### src/hw/rtl/pad_input_decoder_edge_events_assert.svh
// ---------------------------------------------------------------------------
// Assertion macros for the pad input decoder
// Shared same-cycle and next-cycle property forms; the using module
// must have signals named clock and reset in scope.
// ---------------------------------------------------------------------------
`ifndef PAD_INPUT_DECODER_EDGE_EVENTS_ASSERT_SVH
`define PAD_INPUT_DECODER_EDGE_EVENTS_ASSERT_SVH

// check cons in the same cycle as ante
`define PIDE_ASSERT_NOW(lbl, ante, cons, msg) \
   lbl: assert property (@(posedge clock) disable iff (reset) (ante) |-> (cons)) \
      else $error(msg);

// check cons in the cycle after ante
`define PIDE_ASSERT_NEXT(lbl, ante, cons, msg) \
   lbl: assert property (@(posedge clock) disable iff (reset) (ante) |=> (cons)) \
      else $error(msg);

`endif

### src/hw/rtl/pide_pkg.sv
// ---------------------------------------------------------------------------
// pide_pkg
// Shared codes, masks and record types of the pad input decoder.
// ---------------------------------------------------------------------------
package pide_pkg;

   localparam int BUTTON_W   = 32;
   localparam int ANALOG_W   = 32;
   localparam int PAD_TYPE_W = 2;
   localparam int MASK_W     = 5;
   localparam int KIND_W     = 3;
   localparam int NUM_EVENTS = 5;
   localparam int CSR_IDX_W  = 1;
   localparam int CSR_DATA_W = 5;
   localparam int REQ_DATA_W = 56;
   localparam int RSP_DATA_W = 72;

   // pad types
   localparam logic [PAD_TYPE_W-1:0] PAD_PLAIN    = 2'd0;
   localparam logic [PAD_TYPE_W-1:0] PAD_EXTENDED = 2'd1;
   localparam logic [PAD_TYPE_W-1:0] PAD_FOURTEEN = 2'd2;

   // register indexes
   localparam logic [CSR_IDX_W-1:0] CSR_PAD_TYPE   = 1'd0;
   localparam logic [CSR_IDX_W-1:0] CSR_EVENT_MASK = 1'd1;

   localparam logic [MASK_W-1:0] EVENT_MASK_RESET = 5'd31;

   // event kinds, also the bit positions in the pending mask
   localparam logic [KIND_W-1:0] EV_PRESSED  = 3'd0;
   localparam logic [KIND_W-1:0] EV_RELEASED = 3'd1;
   localparam logic [KIND_W-1:0] EV_UPDATE   = 3'd2;
   localparam logic [KIND_W-1:0] EV_ARRIVED  = 3'd3;
   localparam logic [KIND_W-1:0] EV_SETTING  = 3'd4;

   // button field masks
   localparam logic [BUTTON_W-1:0] EXT_MASK_HI  = 32'hFE00_0000;
   localparam logic [BUTTON_W-1:0] EXT_MASK_MID = 32'h01E0_0000;
   localparam logic [BUTTON_W-1:0] EXT_MASK_LO  = 32'h001C_0000;
   localparam logic [BUTTON_W-1:0] FOURTEEN_MASK = 32'hFFFC_0000;
   localparam int PLAIN_SHIFT    = 19;
   localparam int FOURTEEN_SHIFT = 11;

   // one decoded sample waiting for its events to go out
   typedef struct packed {
      logic [NUM_EVENTS-1:0] pend;
      logic [BUTTON_W-1:0]   cur;
      logic [BUTTON_W-1:0]   down;
      logic [BUTTON_W-1:0]   up;
      logic                  analog_valid;
      logic [ANALOG_W-1:0]   analog;
   } item_type;

   // one result
   typedef struct packed {
      logic [KIND_W-1:0]   kind;
      logic [BUTTON_W-1:0] buttons;
      logic                analog_valid;
      logic [ANALOG_W-1:0] analog;
      logic                last;
   } rsp_type;

endpackage

### src/hw/rtl/pide_decode.sv
// ---------------------------------------------------------------------------
// pide_decode
// Decode one raw sample into buttons and analog word, track the previous
// sample and form the mask of events it causes.
// ---------------------------------------------------------------------------
module pide_decode (
   input  logic                               clock,
   input  logic                               reset,
   input  logic                               accept,
   input  logic [pide_pkg::REQ_DATA_W-1:0]    raw,
   input  logic                               recover_lost,
   input  logic [pide_pkg::PAD_TYPE_W-1:0]    pad_type,
   input  logic [pide_pkg::MASK_W-1:0]        event_mask,
   output pide_pkg::item_type                 item
);
   import pide_pkg::*;

   logic [7:0]          b0, b1, b2, b3, b4, b5, b6;
   logic [BUTTON_W-1:0] w;
   logic [BUTTON_W-1:0] cur;
   logic [ANALOG_W-1:0] analog;
   logic                valid;
   logic [BUTTON_W-1:0] down, up;
   logic [BUTTON_W-1:0] prev_buttons_ff, prev_buttons_in;
   logic [ANALOG_W-1:0] prev_analog_ff, prev_analog_in;

   assign {b6, b5, b4, b3, b2, b1, b0} = raw;
   assign w = {b0, b1, b2, 8'h00};

   always_comb begin
      cur    = '0;
      analog = '0;
      valid  = 1'b0;
      unique case (pad_type)
         PAD_PLAIN: begin
            cur = {16'h0000, b0, b1} << PLAIN_SHIFT;
         end
         PAD_EXTENDED: begin
            valid  = 1'b1;
            cur    = ((w << 3) & EXT_MASK_HI) | ((w << 6) & EXT_MASK_MID)
                   | ((w >> 1) & EXT_MASK_LO);
            analog = {b3, b4, b5, b6};
         end
         PAD_FOURTEEN: begin
            cur = ({8'h00, b0, b1, b2} << FOURTEEN_SHIFT) & FOURTEEN_MASK;
         end
         default: begin
            cur = '0;
         end
      endcase
   end

   assign down = cur & ~prev_buttons_ff;
   assign up   = prev_buttons_ff & ~cur;

   always_comb begin
      item.pend              = '0;
      item.pend[EV_PRESSED]  = (down != '0) && event_mask[EV_PRESSED];
      item.pend[EV_RELEASED] = (up != '0) && event_mask[EV_RELEASED];
      item.pend[EV_UPDATE]   = recover_lost
                               || (((down | up) != '0) && event_mask[EV_UPDATE]);
      item.pend[EV_ARRIVED]  = event_mask[EV_ARRIVED];
      item.pend[EV_SETTING]  = (analog != prev_analog_ff) && event_mask[EV_SETTING];
      item.cur               = cur;
      item.down              = down;
      item.up                = up;
      item.analog_valid      = valid;
      item.analog            = analog;
   end

   assign prev_buttons_in = accept ? cur : prev_buttons_ff;
   assign prev_analog_in  = accept ? analog : prev_analog_ff;

   always_ff @(posedge clock) begin
      if (reset) begin
         prev_buttons_ff <= '0;
         prev_analog_ff  <= '0;
      end else begin
         prev_buttons_ff <= prev_buttons_in;
         prev_analog_ff  <= prev_analog_in;
      end
   end

endmodule

### src/hw/rtl/pide_emit.sv
// ---------------------------------------------------------------------------
// pide_emit
// Hold one decoded sample and move its pending events, lowest kind first,
// into the output register.
// ---------------------------------------------------------------------------
module pide_emit (
   input  logic                clock,
   input  logic                reset,
   input  logic                load,
   input  pide_pkg::item_type  item_new,
   output logic                item_free,
   output logic                rsp_valid,
   input  logic                rsp_ready,
   output pide_pkg::rsp_type   rsp
);
   import pide_pkg::*;

   `include "pad_input_decoder_edge_events_assert.svh"

   item_type              item_ff, item_in;
   logic [NUM_EVENTS-1:0] sel;
   logic [NUM_EVENTS-1:0] pend_next;
   logic [KIND_W-1:0]     sel_kind;
   logic                  out_free;
   logic                  move;
   logic                  rsp_valid_ff, rsp_valid_in;
   rsp_type               rsp_ff, rsp_in;

   // lowest pending event
   always_comb begin
      sel      = '0;
      sel_kind = EV_PRESSED;
      for (int i = NUM_EVENTS - 1; i >= 0; i--) begin
         if (item_ff.pend[i]) begin
            sel      = '0;
            sel[i]   = 1'b1;
            sel_kind = KIND_W'(i);
         end
      end
   end

   assign pend_next = item_ff.pend & ~sel;
   assign out_free  = !rsp_valid_ff || rsp_ready;
   assign move      = (item_ff.pend != '0) && out_free;
   assign item_free = (item_ff.pend == '0) || (move && (pend_next == '0));

   always_comb begin
      item_in = item_ff;
      if (load) begin
         item_in = item_new;
      end else if (move) begin
         item_in.pend = pend_next;
      end
   end

   always_comb begin
      rsp_in              = rsp_ff;
      rsp_valid_in        = rsp_valid_ff;
      if (move) begin
         rsp_valid_in        = 1'b1;
         rsp_in.kind         = sel_kind;
         rsp_in.analog_valid = item_ff.analog_valid;
         rsp_in.analog       = item_ff.analog;
         rsp_in.last         = (pend_next == '0);
         case (sel_kind)
            EV_PRESSED:  rsp_in.buttons = item_ff.down;
            EV_RELEASED: rsp_in.buttons = item_ff.up;
            default:     rsp_in.buttons = item_ff.cur;
         endcase
      end else if (rsp_ready) begin
         rsp_valid_in = 1'b0;
      end
   end

   always_ff @(posedge clock) begin
      if (reset) begin
         item_ff      <= '0;
         rsp_valid_ff <= 1'b0;
         rsp_ff       <= '0;
      end else begin
         item_ff      <= item_in;
         rsp_valid_ff <= rsp_valid_in;
         rsp_ff       <= rsp_in;
      end
   end

   assign rsp_valid = rsp_valid_ff;
   assign rsp       = rsp_ff;

   `PIDE_ASSERT_NOW(a_sel_onehot, 1'b1, $onehot0(sel), "more than one event selected")
   `PIDE_ASSERT_NEXT(a_move_fills, move, rsp_valid_ff, "moved event not in output register")
   `PIDE_ASSERT_NEXT(a_pend_hold, (item_ff.pend != '0) && !out_free, $stable(item_ff.pend),
                     "pending events changed while output stalled")
   `PIDE_ASSERT_NOW(a_last_pending, rsp_valid_ff && !rsp_ff.last, item_ff.pend != '0,
                    "non-final event shown with nothing pending")

endmodule

### src/hw/rtl/pad_input_decoder_edge_events.sv
// ---------------------------------------------------------------------------
// pad_input_decoder_edge_events
// Decode raw pad samples into button words and emit edge and status events.
// ---------------------------------------------------------------------------
//
//   channel  direction  handshake            payload
//   req_     in         req_tvalid/tready    tdata byte0..byte6, tuser recover_lost
//   rsp_     out        rsp_tvalid/tready    tdata buttons+analog, tuser kind, tlast
//   csr_     in         csr_we (no wait)     csr_index, csr_wdata
//
// Each request yields zero to five responses, one per cycle while rsp_tready
// stays high, so a request occupies the event holding register until its
// last enabled event moves into the single output register. A request with no
// enabled event leaves the holding register free.
// At the accepting edge the request lands in the holding register, then its
// first event moves into the output register, where the first response is valid.
// A new request is accepted in the cycle the last event of the previous one
// moves into the output register, so requests run back to back.
// A stalled rsp_tready holds the output register and the pending events.
// Reset is synchronous: plain pad, all events on, prior sample and valid cleared.
//
module pad_input_decoder_edge_events (
   input  logic                               clock,
   input  logic                               reset,
   // request channel
   input  logic                               req_tvalid,
   output logic                               req_tready,
   input  logic [pide_pkg::REQ_DATA_W-1:0]    req_tdata,  // byte0,byte1,..,byte6
   input  logic                               req_tuser,  // recover_lost
   // response channel
   output logic                               rsp_tvalid,
   input  logic                               rsp_tready,
   // button_bits[31:0], analog_valid, stick_x, stick_y, right_shift,
   // left_shift, shuttle, zero fill
   output logic [pide_pkg::RSP_DATA_W-1:0]    rsp_tdata,
   output logic [pide_pkg::KIND_W-1:0]        rsp_tuser,  // event_kind
   output logic                               rsp_tlast,
   // configuration writes
   input  logic                               csr_we,
   input  logic [pide_pkg::CSR_IDX_W-1:0]     csr_index,
   input  logic [pide_pkg::CSR_DATA_W-1:0]    csr_wdata
);
   import pide_pkg::*;

   logic [PAD_TYPE_W-1:0] pad_type_ff, pad_type_in;
   logic [MASK_W-1:0]     event_mask_ff, event_mask_in;
   logic                  accept;
   logic                  item_free;
   item_type              item_new;
   rsp_type               rsp;

   // register writes; unlisted indexes do not exist with this index width
   always_comb begin
      pad_type_in   = pad_type_ff;
      event_mask_in = event_mask_ff;
      if (csr_we) begin
         unique case (csr_index)
            CSR_PAD_TYPE:   pad_type_in   = csr_wdata[PAD_TYPE_W-1:0];
            CSR_EVENT_MASK: event_mask_in = csr_wdata[MASK_W-1:0];
            default:        pad_type_in   = pad_type_ff;
         endcase
      end
   end

   always_ff @(posedge clock) begin
      if (reset) begin
         pad_type_ff   <= PAD_PLAIN;
         event_mask_ff <= EVENT_MASK_RESET;
      end else begin
         pad_type_ff   <= pad_type_in;
         event_mask_ff <= event_mask_in;
      end
   end

   // take a request whenever the holding register frees up this cycle
   assign req_tready = item_free;
   assign accept     = req_tvalid && item_free;

   pide_decode u_decode (
      .clock        (clock),
      .reset        (reset),
      .accept       (accept),
      .raw          (req_tdata),
      .recover_lost (req_tuser),
      .pad_type     (pad_type_ff),
      .event_mask   (event_mask_ff),
      .item         (item_new)
   );

   pide_emit u_emit (
      .clock     (clock),
      .reset     (reset),
      .load      (accept),
      .item_new  (item_new),
      .item_free (item_free),
      .rsp_valid (rsp_tvalid),
      .rsp_ready (rsp_tready),
      .rsp       (rsp)
   );

   // analog fields are already zero unless the pad is extended
   assign rsp_tdata = {7'd0,
                       rsp.analog[7:0],
                       rsp.analog[11:8],
                       rsp.analog[15:12],
                       rsp.analog[23:16],
                       rsp.analog[31:24],
                       rsp.analog_valid,
                       rsp.buttons};
   assign rsp_tuser = rsp.kind;
   assign rsp_tlast = rsp.last;

endmodule

### config.mk
export PLATFORM = sky130hd
export DESIGN_NAME = pad_input_decoder_edge_events
export DESIGN_NICKNAME = d
export VERILOG_FILES = /design/src/hw/rtl/pide_pkg.sv /design/src/hw/rtl/pide_decode.sv /design/src/hw/rtl/pide_emit.sv /design/src/hw/rtl/pad_input_decoder_edge_events.sv
export VERILOG_INCLUDE_DIRS = /design/src /design/src/hw/rtl
export SDC_FILE = /design/constraint.sdc
export NUM_CORES = 1
export LEC_CHECK = 0
export ABC_CLOCK_PERIOD_IN_PS = 4400
export BUFFER_PORTS_ARGS = -buffer_cell sky130_fd_sc_hd__buf_2
export CAP_MARGIN = 20
export CORE_UTILIZATION = 45
export CTS_CLUSTER_SIZE = 14
export DETAILED_ROUTE_END_ITERATION = 12
export MAX_ROUTING_LAYER = met4
export PLACE_DENSITY = 0.61
export SETUP_SLACK_MARGIN = 0.2
export SLEW_MARGIN = 20
export SYNTH_ARGS = -nofsm -noshare
export SYNTH_HDL_FRONTEND = slang
export SYNTH_HIERARCHICAL = 1
export SYNTH_SLANG_ARGS = --single-unit
### constraint.sdc
create_clock -name clock -period 4.4 [get_ports clock]
set_input_delay 0.22 -clock clock [delete_from_list [all_inputs] [get_ports clock]]
set_output_delay 0.22 -clock clock [all_outputs]
set_load 0.02 [all_outputs]
==> results.toml <==
[status]
status = "complete, no violations"

[logic_synthesis]
syn_inst = 1399
ys_warn_count = 6
synth.distinct_cells = 49
synth-edff-count = 0
yosysSeqAreaShare_pct = 43.0
avgSynthCellArea_um2 = 8.55
netlist_area_mm2 = 0.0120
async_flop_share_pct = 0
ys_ff_latch = 257
ys.flop_type = "dfxtp_1"

[die]
die_h_um = 165
rows = 59
core_area_mm2 = 0.0261
start_util_pct = 45.9
die_area_mm2 = 0.0272
io_pins = 146
die_w_um = 165

[setup_path]
crit_path_end_kind = "flip-flop"
critPathArrivalTime_ns = 3.27
crit_path_start_kind = "flip-flop"
crit_fanout = 73
crit_type = "flip-flop to flip-flop"
critPathRequiredTime_ns = 4.79

[placement]
place_congestion = 0.844
hpwl_um = 17600
place_area_mm2 = 0.0125
port_buffers = 128

[layout]
n_fill_cell = 2462
drive_above_1_share_pct = 14.4
design_area_mm2 = 0.0134
final_nets = 1574
multi_input_area_mm2 = 0.00588
ff_latch_area_mm2 = 0.00514
area_growth_pct = 12.4

[sta]
finalCritPeriodShare_pct = 65.5
hold_violations = 0
relSlewSlack_pct = 31.2
finClkSkew_ns = 0.0144
slew_viol_final = 0
worst_pin_slew_ns = 1.03
timing.fmax_mhz = 347
finalSetupViolations = 0
fin_tns_setup_ns = 0
rsz0062_at_grt = "false"
period_needed_ns = 2.88

[clock_tree]
cts.clk_slew.worst_paths_ns = 0.06
holdBufCountCts = 3
cts_buffer_depth = 3
htree_levels = 1
cts_buffers = 28
worst_skew_pair.late_latency_ns = 0.53
clock-root-buffer = "clkbuf_16"
cts-resized-gates = 0
clock_sinks = 257
cts_tree = "done"
cts_setup_buffers = 0

[grt]
grt_usage_pct = 20.5
grt_pass1_vias = 8413
grt_pass1_wl_um = 43700
grt-ovfl-total = 0
grt_antenna_before_repair = 1
grt_start_max_net_pins = 129

[power_and_ir_drop]
combPwrFrac_pct = 23.2
p_leak_nw = 5.62
power.switching_mw = 2.00
swShare_pct = 31.0
seqPwrFrac_pct = 41.3
internal_power_mw = 4.47
p_per_area_mw_per_mm2 = 482
p_clk_share_pct = 35.5
vdd_drop_max_v = 0.000334

[flow_run]
drv_cap = 0

[drt]
dr.first_iter.drc_count = 624
routed_wl_um = 27600
drc = 0
vias_per_cell = 5.07
vias = 9295
wl_per_cell_um = 15.0
dr.pass1.iters = 7
postRouteAntennaNets = 0

[hold_path]
hold_path_class = "input pin to flip-flop"
flip-flops by register name, summed over array words and instances (netlist names):
name	flops
event_mask_ff	5
pad_type_ff	2
u_decode/prev_analog_ff	32
u_decode/prev_buttons_ff	14
u_emit/item_ff	134
u_emit/rsp	69
u_emit/rsp_valid	1
Yosys cell counts (11+ instances only):
master | number | share of area [%]
buf_4 | 63 | 4.0
a211oi_1 | 40 | 2.5
nand2_1 | 121 | 3.8
a21oi_1 | 122 | 5.1
buf_1 | 11 | 0.35
nor4bb_1 | 16 | 1.3
inv_1 | 65 | 2.0
and2_1 | 33 | 1.7
o32ai_1 | 15 | 1.1
xnor2_1 | 16 | 1.2
nor2_1 | 200 | 6.3
ha_1 | 28 | 2.9
dfxtp_1 | 257 | 43
clkbuf_1 | 60 | 1.9
a31oi_1 | 16 | 0.84
nand2b_1 | 43 | 2.2
buf_2 | 12 | 0.50
o21ai_0 | 68 | 2.8
mux2i_1 | 129 | 11
power by group through the flow:
| stage | clock network, mW | logic (mW) | registers [mW] |
|---|---|---|---|
| 2_1_floorplan | 0 | 1.06 | 2.80 |
| 3_3_place_gp | 0 | 1.51 | 2.72 |
| 3_5_place_dp | 0 | 1.51 | 2.73 |
| 4_1_cts | 2.35 | 1.52 | 2.68 |
| 5_1_grt | 2.45 | 1.66 | 2.71 |
| 6_report | 2.30 | 1.50 | 2.68 |
per-layer routing:
layer  track usage, %  wire, µm  vias up
li1                 -         -     4748
met1             27.6     13200     4321
met2             32.4     12700      193
met3             2.57      1190       33
met4             4.96       494        0
met5                -         0        -
critical path, stage by stage (launching register included):
cell and delay (ns):
dfxtp_1 0.52, nor2_1 0.28, nand3b_1 0.14, a21o_1 0.17, o31ai_1 0.08, and2_4 0.84
buf_4 0.38, mux2i_1 0.24, nor2_1 0.06
worst paths after layout:
path	start	to	slack, ns	cells past startpoint
min reg2reg	u_emit/rsp[15]	u_emit/rsp[15]	0.45	2
min	csr_we	pad_type_ff[0]	0.03	3
max reg2reg	u_emit/item_ff[130]	u_emit/item_ff[87]	1.52	8
max	u_emit/item_ff[130]	u_emit/item_ff[87]	1.52	8
through the flow:
step	total power, mW	util, %	worst slack, ns	hold WS [ns]	std cells
after CTS	6.55	51.6	1.53	0.00649	1833
after global placement	4.22	48.0	1.59	0.440	1780
after floorplan	3.86	-	1.47	0.386	1458
final	6.48	51.6	1.52	0.0303	1834
after detailed placement	4.24	48.0	1.55	0.443	1780
after global routing	6.81	51.6	1.23	0.0282	1834
final cells by class:
type,count,share of cell area (%)
Multi-Input combinational cell,979,43.7
Sequential cell,257,38.3
Timing Repair Buffer,147,6.32
Clock buffer,43,6.31
Tap cell,335,3.12
Inverter,65,1.81
Clock inverter,7,0.447
Antenna cell,1,0.0186
cells by family after synthesis:
logic type      synth area share, %
simple gates                   18.2
buf+inv                        9.79
other cells                  0.0628
fa+ha+maj                      2.93
xor+xnor                       1.17
compound gates                 14.0
mux                            10.8
flops                          43.0
placed cells by master, fill, tap and decap left out, types with 5 or more instances in the layout:
master / instances
a211o_1: 5
a211oi_1: 40
a21oi_1: 122
a31oi_1: 16
and2_1: 32
and2b_2: 6
buf_2: 127
buf_4: 12
clkbuf_1: 7
clkbuf_16: 29
clkbuf_8: 8
clkinv_2: 6
conb_1: 61
dfxtp_1: 257
ha_1: 28
inv_1: 65
mux2i_1: 129
nand2_1: 121
nand2b_1: 43
nand4_1: 7
nor2_1: 200
nor2_2: 8
nor4_1: 6
nor4bb_1: 16
o21ai_0: 68
o32ai_1: 15
xnor2_1: 16
Power figures use the tool's default switching activity.
